$ cat src/rtl/lmt3_pkg.sv
// ----------------------------------------------------------------------------
// lmt3_pkg
// Shared types and constants of the 3x3 thresholded local-maximum block:
// register map, configuration record and per-item pipeline tag.
// ----------------------------------------------------------------------------
`default_nettype none

package lmt3_pkg;

    localparam int PADDR_W  = 4;
    localparam int PDATA_W  = 32;
    localparam int IW_W     = 11;
    localparam int IH_W     = 13;
    localparam int THR_W    = 32;
    localparam int OCOL_W   = 10;
    localparam int OROW_W   = 12;

    localparam logic [1:0] REG_IMAGE_WIDTH  = 2'd0;
    localparam logic [1:0] REG_IMAGE_HEIGHT = 2'd1;
    localparam logic [1:0] REG_THRESHOLD    = 2'd2;

    localparam logic [IW_W-1:0]  WIDTH_RESET  = 11'd1024;
    localparam logic [IH_W-1:0]  HEIGHT_RESET = 13'd1024;
    localparam logic [THR_W-1:0] THR_RESET    = 32'd1;

    localparam logic [IH_W-1:0]  MIN_HEIGHT   = 13'd3;
    localparam logic [IH_W-1:0]  MAX_HEIGHT   = 13'd4096;

    typedef struct packed {
        logic [IW_W-1:0]         image_width;
        logic [IH_W-1:0]         image_height;
        logic signed [THR_W-1:0] threshold;
    } cfg_t;

    typedef struct packed {
        logic              emit;
        logic              last;
        logic              par;
        logic [OCOL_W-1:0] col;
        logic [OROW_W-1:0] row;
    } tag_t;

endpackage

`default_nettype wire

$ cat src/rtl/lmt3_regs.sv
// ----------------------------------------------------------------------------
// lmt3_regs
// APB register file: image width, image height and peak threshold.
// ----------------------------------------------------------------------------
`default_nettype none

module lmt3_regs (
    input  wire logic                          aclk,
    input  wire logic                          aresetn,
    input  wire logic                          psel,
    input  wire logic                          penable,
    input  wire logic                          pwrite,
    input  wire logic [lmt3_pkg::PADDR_W-1:0]  paddr,
    input  wire logic [lmt3_pkg::PDATA_W-1:0]  pwdata,
    output logic      [lmt3_pkg::PDATA_W-1:0]  prdata,
    output logic                               pready,
    output lmt3_pkg::cfg_t                     cfg
);

    lmt3_pkg::cfg_t cfg_reg;
    lmt3_pkg::cfg_t cfg_next;
    logic           wr_en;

    assign pready = 1'b1;
    assign wr_en  = psel & penable & pwrite;
    assign cfg    = cfg_reg;

    always_comb begin
        cfg_next = cfg_reg;
        if (wr_en) begin
            case (paddr[3:2])
                lmt3_pkg::REG_IMAGE_WIDTH: begin
                    cfg_next.image_width = pwdata[lmt3_pkg::IW_W-1:0];
                end
                lmt3_pkg::REG_IMAGE_HEIGHT: begin
                    cfg_next.image_height = pwdata[lmt3_pkg::IH_W-1:0];
                end
                lmt3_pkg::REG_THRESHOLD: begin
                    cfg_next.threshold = pwdata[lmt3_pkg::THR_W-1:0];
                end
                default: begin
                    cfg_next = cfg_reg;
                end
            endcase
        end
    end

    always_ff @(posedge aclk) begin
        if (!aresetn) begin
            cfg_reg.image_width  <= lmt3_pkg::WIDTH_RESET;
            cfg_reg.image_height <= lmt3_pkg::HEIGHT_RESET;
            cfg_reg.threshold    <= lmt3_pkg::THR_RESET;
        end else begin
            cfg_reg <= cfg_next;
        end
    end

    always_comb begin
        case (paddr[3:2])
            lmt3_pkg::REG_IMAGE_WIDTH:  prdata = 32'(cfg_reg.image_width);
            lmt3_pkg::REG_IMAGE_HEIGHT: prdata = 32'(cfg_reg.image_height);
            lmt3_pkg::REG_THRESHOLD:    prdata = 32'(cfg_reg.threshold);
            default:                    prdata = '0;
        endcase
    end

endmodule

`default_nettype wire

$ cat config.mk
export PLATFORM = sky130hd
export DESIGN_NAME = lmt3_regs
export DESIGN_NICKNAME = d
export VERILOG_FILES = /design/src/rtl/lmt3_pkg.sv /design/src/rtl/lmt3_regs.sv
export SDC_FILE = /design/constraint.sdc
export NUM_CORES = 1
export LEC_CHECK = 0
export BUFFER_PORTS_ARGS = -buffer_cell sky130_fd_sc_hd__buf_2
export CAP_MARGIN = 15
export CORE_ASPECT_RATIO = 0.8
export CORE_UTILIZATION = 46
export CTS_CLUSTER_SIZE = 10
export DETAILED_ROUTE_END_ITERATION = 8
export HOLD_SLACK_MARGIN = 0.05
export PLACE_DENSITY = 0.8
export SLEW_MARGIN = 20
export SYNTH_ARGS = -nofsm -noshare
export SYNTH_HDL_FRONTEND = slang
export SYNTH_SLANG_ARGS = --single-unit
$ cat constraint.sdc
create_clock -name aclk -period 1.15 [get_ports aclk]
set_input_delay 0.0575 -clock aclk [delete_from_list [all_inputs] [get_ports aclk]]
set_output_delay 0.0575 -clock aclk [all_outputs]
set_load 0.005 [all_outputs]
==> results.md <==
- # DRC: 0
- Fmax: 916 MHz
- Gr usage total: 0.219
- Final #Nets: 484
- Largest net degree at the start of global routing: 35
- Setup bufs post-CTS: 0
- Final worst slack: 0.0578 ns
- Core Rows: 24
- CTS Root Cell: clkbuf_8
- Power per cell area: 951 mW/mm2
- Final period util: 0.950
- Starting density of the core: 0.477
- Crit path required time: 1.09 ns
- Clock transition at path regs: 0.09 ns
- Largest family of logic cells by synthesized area: multiplexers
- Final setup vio count: 0
- Crit-path slowest cell: dfxtp_2
- Post-Layout Cell Count: 522
- Top delay family on crit path: flip-flops
- CP max FO: 3
- Hold Path Sink: cfg[51]
- Synth Area in Compound Gates: 0.0348
- Worst hold start: pwdata[6]
- Critical-path cell list: mux2i_1, o21ai_1, buf_2
- Outcome: finished, final reports clean
- Routed wire length: 6.60 mm
- Clock Skew: 0 ns
- Critical Path AT: 1.03 ns
- Worst r2r src: cfg[42]
- Net Count, Synth: 330
- Synth area leaders: dfxtp_1 43%, mux2i_1 25%, nand2_1 14%, and2_1 5.1%, buf_12 2.3%
- Reg2reg end: cfg[42]
- Power consumption: 3.48 mW
- Post-synthesis register bit count: 56
- I/O Buffers: 126
- CTS H-tree depth: 2
- Fillers: 450
- TritonCTS clock tree: done
- Clk sinks: 56
- Syn_area_per_cell: 8.96 um2
- Synthesized instance count: 289
- Longest Clk Path Bufs: 2
- Max reg flops: 56
- Simple-gate area share of the yosys netlist: 0.210
- Vias: 2,517
- First-pass GRT wire length: 10.4 mm
- Worst Hold Class: in2reg
- Post-synthesis mux area share: 0.251
- Worst slack at placement: 0.0245 ns
- Layout cell share with drive strength beyond 1: 0.363
- WP buf/inv: 1
- MaxCap Viol Count: 0
- Area leader, netlist: dfxtp_1
- Worst-skew pair later-pin latency: 0.30 ns
- Worst VDD drop: 0.579 mV
- # diodes: 0
- Cts bufs inserted: 5
- Die Y-Extent: 69.1 um
- Die Wd: 85.9 um
- Core Box Area: 0.00544 mm2
- Post-route ant nets: 0
- Dpl cells: 491
- Worst reg-to-reg path cell count: 3
- Vias in the first global route: 2,346
- YS warnings: 0
- Crit path time final: 1.09 ns
- I/O pins: 130
- Antenna violations before repair: 0
- CP peak stage delay: 0.36 ns
- Synthesized area: 0.00259 mm2
- Synthesis-to-finish area growth: 41.4%
- GPL Wtd Cong: 0.764
- Router iterations before antenna repair: 4
- Hold WS: 0.0474 ns
- Post-route setup TNS: 0 ns
- Vias/cell: 4.82
- Hold path cells: 3
- CP Capture Type: output pin
- Sequential share of the synthesized area: 0.433
- Crit path kind: reg2out
- RSZ-0062 raised after global routing: no
- Final hold vios: 0
- Top-area cell type share of the netlist area: 0.433
- Die ar.: 0.00594 mm2
- Grt total ovfl: 0
- R2r setup slk: 0.39 ns
- Synth Area in Adders: 0
- WL per Instance: 12.7 um
- DR iter-0 viols: 87
- CP Launch Type: register
- Synth Area in XOR/XNOR: 0
- Static leakage: 1.84 nW
- Final Slew Violations: 0
- HPWL after DPL: 4.74 mm
- Yosys cell types: 21
[area by class of cell]
class | instances | area (um2) | area share
well taps | 78 | 97.6 | 0.0267
flip-flops and latches | 56 | 1130 | 0.308
multi-input cells | 208 | 1290 | 0.353
clock buffers | 8 | 90.1 | 0.0246
inverters | 1 | 3.75 | 0.00103
repair buffers | 171 | 1050 | 0.287
[timing repair]
action	CTS	global route
hold endpoints to repair	27	1
resized for setup	0	5
hold buffers	22	1
endpoints found under the setup margin	0	3
[worst max-delay path by stage]
stage | start | endpoint | slack [ns] | cells past startpoint
floorplan | paddr[3] | cfg[7] | 0.21 | 6
global placement | pwrite | cfg[13] | 0.06 | 5
detailed placement | pwrite | cfg[21] | 0.02 | 5
CTS | cfg[33] | prdata[1] | 0.04 | 3
global route | paddr[3] | prdata[23] | 0.002 | 6
finish | cfg[33] | prdata[1] | 0.06 | 3
[placed cells by master (no fill, tap or decap)]
cell type and n:
buf_2 126, nand2_1 97, mux2i_1 65, dfxtp_1 51
dlygate4sd3_1 23, and2_1 20, buf_4 20, o21ai_1 11
clkbuf_8 6, dfxtp_2 5, a22o_1 2, nor2b_1 2
a21oi_1 2, clkbuf_1 2, buf_12 2, nor2b_2 1
and2b_1 1, and3_1 1, nor2_1 1, nand2b_1 1
and2_2 1, inv_1 1, nand3_1 1, o211ai_1 1
conb_1 1
[cells by family (layout without fill, tap and decap cells)]
kind of cell           Yosys count  count (layout)
AOI/OAI and AO/OA               16              16
buffers and inverters           25             180
DFF                             56              56
muxes                           65              65
other                            1               1
and+or+nand+nor                126             126
[routing by layer]
| layer | GRT usage | wire length, um | vias up |
|---|---|---|---|
| met4 | 0.0815 | 96 | 0 |
| met2 | 0.369 | 3230 | 71 |
| li1 | - | - | 1247 |
| met1 | 0.279 | 3020 | 1188 |
| met3 | 0.0407 | 260 | 11 |
| met5 | 0 | 0 | - |
[Yosys cell counts, drive strengths merged]
library cell / count
a22o: 2
o211ai: 1
a21oi: 2
clkbuf: 12
nand2: 97
nand2b: 1
mux2i: 65
dfxtp: 56
and2: 21
nor2: 1
nand3: 1
nor2b: 3
o21ai: 11
and2b: 1
buf: 12
and3: 1
conb: 1
inv: 1
[metrics by stage]
stage,instance area (um2),util
after floorplan,2590,-
after global placement,3330,0.613
after detailed placement,3330,0.613
after CTS,3640,0.671
after global routing,3660,0.674
final,3660,0.674
[power breakdown]
part	internal [mW]	total [mW]	switching (mW)
Sequential	1.96	1.98	0.0183
Clock	0.493	1.08	0.592
Combinational	0.215	0.415	0.199
[tightest hold or removal path, stage by stage]
cell	delay (ns)
buf_2	0.09
nand2_1	0.09
mux2i_1	0.07
Note: power is estimated with default switching activity, not from simulation.
