`src/rtl/lmt3_pkg.sv`:
```
// ----------------------------------------------------------------------------
// lmt3_pkg
// Shared types and constants of the 3x3 thresholded local-maximum block:
// register map, configuration record and per-item pipeline tag.
// ----------------------------------------------------------------------------
`default_nettype none

package lmt3_pkg;

    localparam int PADDR_W  = 4;
    localparam int PDATA_W  = 32;
    localparam int IW_W     = 11;
    localparam int IH_W     = 13;
    localparam int THR_W    = 32;
    localparam int OCOL_W   = 10;
    localparam int OROW_W   = 12;

    localparam logic [1:0] REG_IMAGE_WIDTH  = 2'd0;
    localparam logic [1:0] REG_IMAGE_HEIGHT = 2'd1;
    localparam logic [1:0] REG_THRESHOLD    = 2'd2;

    localparam logic [IW_W-1:0]  WIDTH_RESET  = 11'd1024;
    localparam logic [IH_W-1:0]  HEIGHT_RESET = 13'd1024;
    localparam logic [THR_W-1:0] THR_RESET    = 32'd1;

    localparam logic [IH_W-1:0]  MIN_HEIGHT   = 13'd3;
    localparam logic [IH_W-1:0]  MAX_HEIGHT   = 13'd4096;

    typedef struct packed {
        logic [IW_W-1:0]         image_width;
        logic [IH_W-1:0]         image_height;
        logic signed [THR_W-1:0] threshold;
    } cfg_t;

    typedef struct packed {
        logic              emit;
        logic              last;
        logic              par;
        logic [OCOL_W-1:0] col;
        logic [OROW_W-1:0] row;
    } tag_t;

endpackage

`default_nettype wire

```
`src/rtl/lmt3_judge.sv`:
```
// ----------------------------------------------------------------------------
// lmt3_judge
// Window stage: takes line-buffer read data, shifts the 3x3 window, tests
// the centre against its eight neighbors and the threshold, and holds the
// result in the output register.
// ----------------------------------------------------------------------------
`default_nettype none

module lmt3_judge #(
    parameter int PIXEL_BITS = 32
) (
    input  wire logic                                  aclk,
    input  wire logic                                  aresetn,
    input  wire logic                                  in_valid,
    output logic                                       in_ready,
    input  wire lmt3_pkg::tag_t                        in_tag,
    input  wire logic signed [PIXEL_BITS-1:0]          in_pixel,
    input  wire logic        [PIXEL_BITS-1:0]          q0,
    input  wire logic        [PIXEL_BITS-1:0]          q1,
    input  wire logic signed [lmt3_pkg::THR_W-1:0]     threshold,
    output logic                                       m_valid,
    input  wire logic                                  m_ready,
    output logic                                       m_is_peak,
    output logic             [lmt3_pkg::OCOL_W-1:0]    m_centre_col,
    output logic             [lmt3_pkg::OROW_W-1:0]    m_centre_row,
    output logic                                       m_frame_last
);

    localparam int CMP_W = (PIXEL_BITS > lmt3_pkg::THR_W) ? PIXEL_BITS : lmt3_pkg::THR_W;

    logic                            s1_valid_reg;
    logic                            s1_valid_next;
    lmt3_pkg::tag_t                  tag_reg;
    logic signed [PIXEL_BITS-1:0]    bot_reg;
    logic signed [PIXEL_BITS-1:0]    win_reg [6];

    logic                            m_valid_reg;
    logic                            m_valid_next;
    logic                            peak_reg;
    logic [lmt3_pkg::OCOL_W-1:0]     col_reg;
    logic [lmt3_pkg::OROW_W-1:0]     row_reg;
    logic                            last_reg;

    logic signed [PIXEL_BITS-1:0]    top;
    logic signed [PIXEL_BITS-1:0]    mid;
    logic signed [PIXEL_BITS-1:0]    ctr;
    logic signed [CMP_W-1:0]         ctr_x;
    logic signed [CMP_W-1:0]         thr_x;
    logic                            peak;
    logic                            out_free;
    logic                            s1_go;
    logic                            emit_go;

    assign top = tag_reg.par ? $signed(q1) : $signed(q0);
    assign mid = tag_reg.par ? $signed(q0) : $signed(q1);
    assign ctr = win_reg[4];

    assign ctr_x = CMP_W'(ctr);
    assign thr_x = CMP_W'(threshold);

    assign peak = (ctr_x > thr_x) &&
                  (ctr > win_reg[0]) && (ctr > win_reg[1]) && (ctr > win_reg[2]) &&
                  (ctr > win_reg[3]) && (ctr > win_reg[5]) &&
                  (ctr > top) && (ctr > mid) && (ctr > bot_reg);

    assign out_free = !m_valid_reg || m_ready;
    assign s1_go    = s1_valid_reg && (!tag_reg.emit || out_free);
    assign emit_go  = s1_go && tag_reg.emit;
    assign in_ready = !s1_valid_reg || s1_go;

    always_comb begin
        if (in_valid && in_ready) begin
            s1_valid_next = 1'b1;
        end else if (s1_go) begin
            s1_valid_next = 1'b0;
        end else begin
            s1_valid_next = s1_valid_reg;
        end
    end

    always_comb begin
        if (emit_go) begin
            m_valid_next = 1'b1;
        end else if (m_ready) begin
            m_valid_next = 1'b0;
        end else begin
            m_valid_next = m_valid_reg;
        end
    end

    always_ff @(posedge aclk) begin
        if (!aresetn) begin
            s1_valid_reg <= 1'b0;
            m_valid_reg  <= 1'b0;
        end else begin
            s1_valid_reg <= s1_valid_next;
            m_valid_reg  <= m_valid_next;
        end
    end

    always_ff @(posedge aclk) begin
        if (in_valid && in_ready) begin
            tag_reg <= in_tag;
            bot_reg <= in_pixel;
        end
        if (s1_go) begin
            win_reg[0] <= win_reg[3];
            win_reg[1] <= win_reg[4];
            win_reg[2] <= win_reg[5];
            win_reg[3] <= top;
            win_reg[4] <= mid;
            win_reg[5] <= bot_reg;
        end
        if (emit_go) begin
            peak_reg <= peak;
            col_reg  <= tag_reg.col;
            row_reg  <= tag_reg.row;
            last_reg <= tag_reg.last;
        end
    end

    assign m_valid      = m_valid_reg;
    assign m_is_peak    = peak_reg;
    assign m_centre_col = col_reg;
    assign m_centre_row = row_reg;
    assign m_frame_last = last_reg;

endmodule

`default_nettype wire

```
`config.mk`:
```
export PLATFORM = sky130hd
export DESIGN_NAME = lmt3_judge
export DESIGN_NICKNAME = d
export VERILOG_FILES = /design/src/rtl/lmt3_pkg.sv /design/src/rtl/lmt3_judge.sv
export SDC_FILE = /design/constraint.sdc
export NUM_CORES = 1
export LEC_CHECK = 0
export BUFFER_PORTS_ARGS = -buffer_cell sky130_fd_sc_hd__buf_2
export CAP_MARGIN = 25
export CORE_MARGIN = 2
export CORE_UTILIZATION = 64
export DETAILED_ROUTE_END_ITERATION = 7
export GPL_ROUTABILITY_DRIVEN = 0
export GPL_TIMING_DRIVEN = 0
export PLACE_DENSITY = 0.86
export SLEW_MARGIN = 20
export SYNTH_ARGS = -nofsm -noshare
export SYNTH_HDL_FRONTEND = slang
export SYNTH_SLANG_ARGS = --single-unit
```
`constraint.sdc`:
```
create_clock -name aclk -period 25.3 [get_ports aclk]
set_input_delay 1.265 -clock aclk [delete_from_list [all_inputs] [get_ports aclk]]
set_output_delay 1.265 -clock aclk [all_outputs]
set_load 0.01 [all_outputs]
```
==> flow_summary_export.csv <==
group,metric,value,unit
outcome,status,"completed",
timing,worstMarginPinSlew,913,ps
clock_tree,cts_tree,"done",
layout,final_core_util,75.2,%
die,fp.coreArea,25100,sq um
layout,design_area,18900,sq um
route,routed_wl,37.1,mm
layout,fin_nets,2052,
logic_synthesis,netlist_instances,1383,
timing,finClkSkew,13.5,ps
route,drc,0,
clock_tree,cts_hold_buf,0,
power_and_ir_drop,p_per_area,58.5,nW/um^2
die,dieArea,26800,sq um
timing,rsz0062_at_grt,"no",
timing,min_period,4230,ps
clock_tree,cts_made_buffers,28,
grt,grt_pass1_vias,12300,
grt,grt_start_max_net_pins,26,
grt,gr-total-overflow,0,
layout,largest_reg_flops,192,
clock_tree,clk_latency,550,ps
setup_path,cp.arrival,4520,ps
grt,grt_pass1_wl,58.5,mm
place,place.port_buffers,182,
power_and_ir_drop,total_power,1110,uW
setup_path,critPathKind,"flop to flop",
route,antenna_left,0,
die,num_io_pins,183,
logic_synthesis,synthArstFlopShare,0,%
place,place_hpwl,29.1,mm
die,initial_core_util,64.9,%
die,fp.dieW,164,um
place,postPlaceCellArea,18000,sq um
route,drt-initial-drc-count,915,
logic_synthesis,ys_types,53,
setup_path,cp-end-kind,"flop",
clock_tree,clock-root-buffer,"clkbuf_16",
setup_path,critPathBufInv,2,
run,cap_viol_max_count,0,
clock_tree,cts_resized,0,
worst_hold_path,hp-class,"flop to flop",
timing,report.final.slew_viol_count,0,
logic_synthesis,post_synth_instance_area,16300,sq um
setup_path,cpPeakStageDelay,590,ps
die,row_count,58,
layout,drive_gt1_share,15.7,%
timing,finalSetupTns,0,ps
timing,maxSlewHeadroom,38.7,%
logic_synthesis,avgSynthCellArea,11.8,sq um
setup_path,path_max_fanout,10,
power_and_ir_drop,p_leak,0.00891,uW
die,die_h,164,um
logic_synthesis,ys_warn_count,0,
setup_path,crit_required,25590,ps
clock_tree,htreeDepth,1,
clock_tree,path_clk_slew,60,ps
clock_tree,clock_path_buffers,3,
clock_tree,cts_setup_buffers,0,
timing,hold_violations,0,
timing,period_share,16.7,%
layout,multiInputGateArea,6980,sq um
timing,setup_viol,0,
power_and_ir_drop,peakVddDrop,0.0000682,V
logic_synthesis,synthFlopType,"edfxtp_1",
route,drt_pre_antenna_iters,7,
grt,grt_usage,28.2,%
logic_synthesis,syn_nets,1828,
logic_synthesis,synth_edf_count,273,
route,viasPerCell,5.93,
logic_synthesis,ys_seq_elements,275,
setup_path,crit_family,"buffers and inverters",
route,wire_per_inst,18.9,um
timing,max_clock_freq,237,MHz
grt,antenna_found_initial,1,
setup_path,cp_slowest_cell,"clkbuf_1",
logic_synthesis,ys_seq_area_share,50.5,%
clock_tree,cts.sinks,275,
timing,hold_ws,417,ps
layout,seqCellArea,8240,sq um
layout,fillers,1582,
setup_path,worstPathCellList,"clkbuf_1 -> buf_2 -> mux2i_1 -> ha_1 -> nor2b_1 -> o211ai_1 -> a21oi_1 -> a211oi_1 -> o21ai_1 -> mux2_1 -> nor4_2",
setup_path,crit_path_start_kind,"flop",
layout,syn2layout_area_growth,15.9,%
route,vias,11600,
-- report_power, final --
part | switching (uW) | leakage [uW] | total, uW | internal (uW)
clock | 171 | 0.000444 | 412 | 241
sequential | 17.5 | 0.00259 | 544 | 527
combinational | 84.1 | 0.00587 | 149 | 64.9
total | 272 | 0.00891 | 1110 | 833
-- layout make-up --
cell class | instances | share of cell area, %
Buffer | 7 | 0.179
Clock buffer | 33 | 3.98
Sequential cell | 275 | 43.6
Clock inverter | 18 | 0.875
Antenna cell | 1 | 0.0133
Timing Repair Buffer | 194 | 6.49
Multi-Input combinational cell | 814 | 37.0
Inverter | 287 | 5.70
Tap cell | 330 | 2.19
-- cells by family after synthesis --
family	share of synthesized area (%)
buffers and inverters	6.82
adder cells (fa/ha/maj)	22.1
multiplexers	4.14
flip-flops	50.5
AND/OR/NAND/NOR	7.61
AO/OA/AOI/OAI	8.79
-- synth_stat cells, types with 2 or more instances --
| master | count | area share, % |
|---|---|---|
| mux2i_1 | 63 | 3.9 |
| a21boi_0 | 8 | 0.37 |
| o211ai_1 | 11 | 0.51 |
| a211oi_1 | 8 | 0.37 |
| mux2_2 | 2 | 0.14 |
| nor3_1 | 9 | 0.28 |
| buf_2 | 6 | 0.18 |
| nor4_1 | 9 | 0.35 |
| nor2_1 | 18 | 0.41 |
| a31oi_1 | 4 | 0.15 |
| o31ai_1 | 4 | 0.18 |
| o21a_1 | 7 | 0.32 |
| mux2_1 | 2 | 0.14 |
| nand2_1 | 55 | 1.3 |
| inv_1 | 287 | 6.6 |
| ha_1 | 288 | 22 |
| nand2b_1 | 6 | 0.23 |
| nand4_1 | 59 | 2.3 |
| dfxtp_1 | 2 | 0.25 |
| nand3_1 | 37 | 1.1 |
| a2111oi_0 | 2 | 0.11 |
| nor2b_1 | 12 | 0.46 |
| and4_1 | 7 | 0.38 |
| edfxtp_1 | 273 | 50 |
| a221oi_1 | 3 | 0.16 |
| a21oi_1 | 116 | 3.6 |
| a21o_1 | 27 | 1.2 |
| nor4_2 | 5 | 0.38 |
| or4b_1 | 2 | 0.12 |
| o2111ai_1 | 2 | 0.11 |
| or3_1 | 3 | 0.12 |
| o21ai_1 | 2 | 0.061 |
| o311ai_0 | 2 | 0.11 |
| o21ai_0 | 23 | 0.71 |
-- layer usage --
| metal | part of all wire [%] | track usage, % |
|---|---|---|
| met3 | 7.9 | 5.56 |
| met2 | 50 | 50.5 |
| met1 | 39 | 33.3 |
| met5 | 0 | 0 |
| met4 | 3.7 | 11.2 |
-- per-stage QoR --
stage	cells	setup slack (ps)
4_1_cts	1958	21150
5_1_grt	1958	20970
3_5_place_dp	1907	21190
3_3_place_gp	1895	3950
2_1_floorplan	1383	9080
6_report	1959	21070
-- cells in the final DEF, fill, tap and decap left out, types with 7 or more instances in the layout --
master,synthesis,final
buf_16,0,11
mux2i_1,63,63
nand4_1,59,59
nand3_1,37,37
nor2_1,18,17
a21o_1,27,27
a21oi_1,116,116
inv_1,287,287
nor3_1,9,9
edfxtp_1,273,273
a211oi_1,8,8
and4_1,7,7
nor2b_1,12,12
clkbuf_16,0,29
nor4_1,9,9
buf_2,6,188
o211ai_1,11,11
o21ai_0,23,23
ha_1,288,288
nand2_1,55,55
a21boi_0,8,7
o21a_1,7,7
-- worst paths after layout --
check	from	endpoint	slack [ps]	depth (start not counted)
worst max-delay path	tag_reg[22]	m_is_peak	21070	11
worst min register to register	tag_reg[15]	m_centre_col[3]	420	0
worst max register to register	tag_reg[22]	m_is_peak	21070	11
worst min-delay path	tag_reg[15]	m_centre_col[3]	420	0
Note: power is estimated with default switching activity, not from simulation.
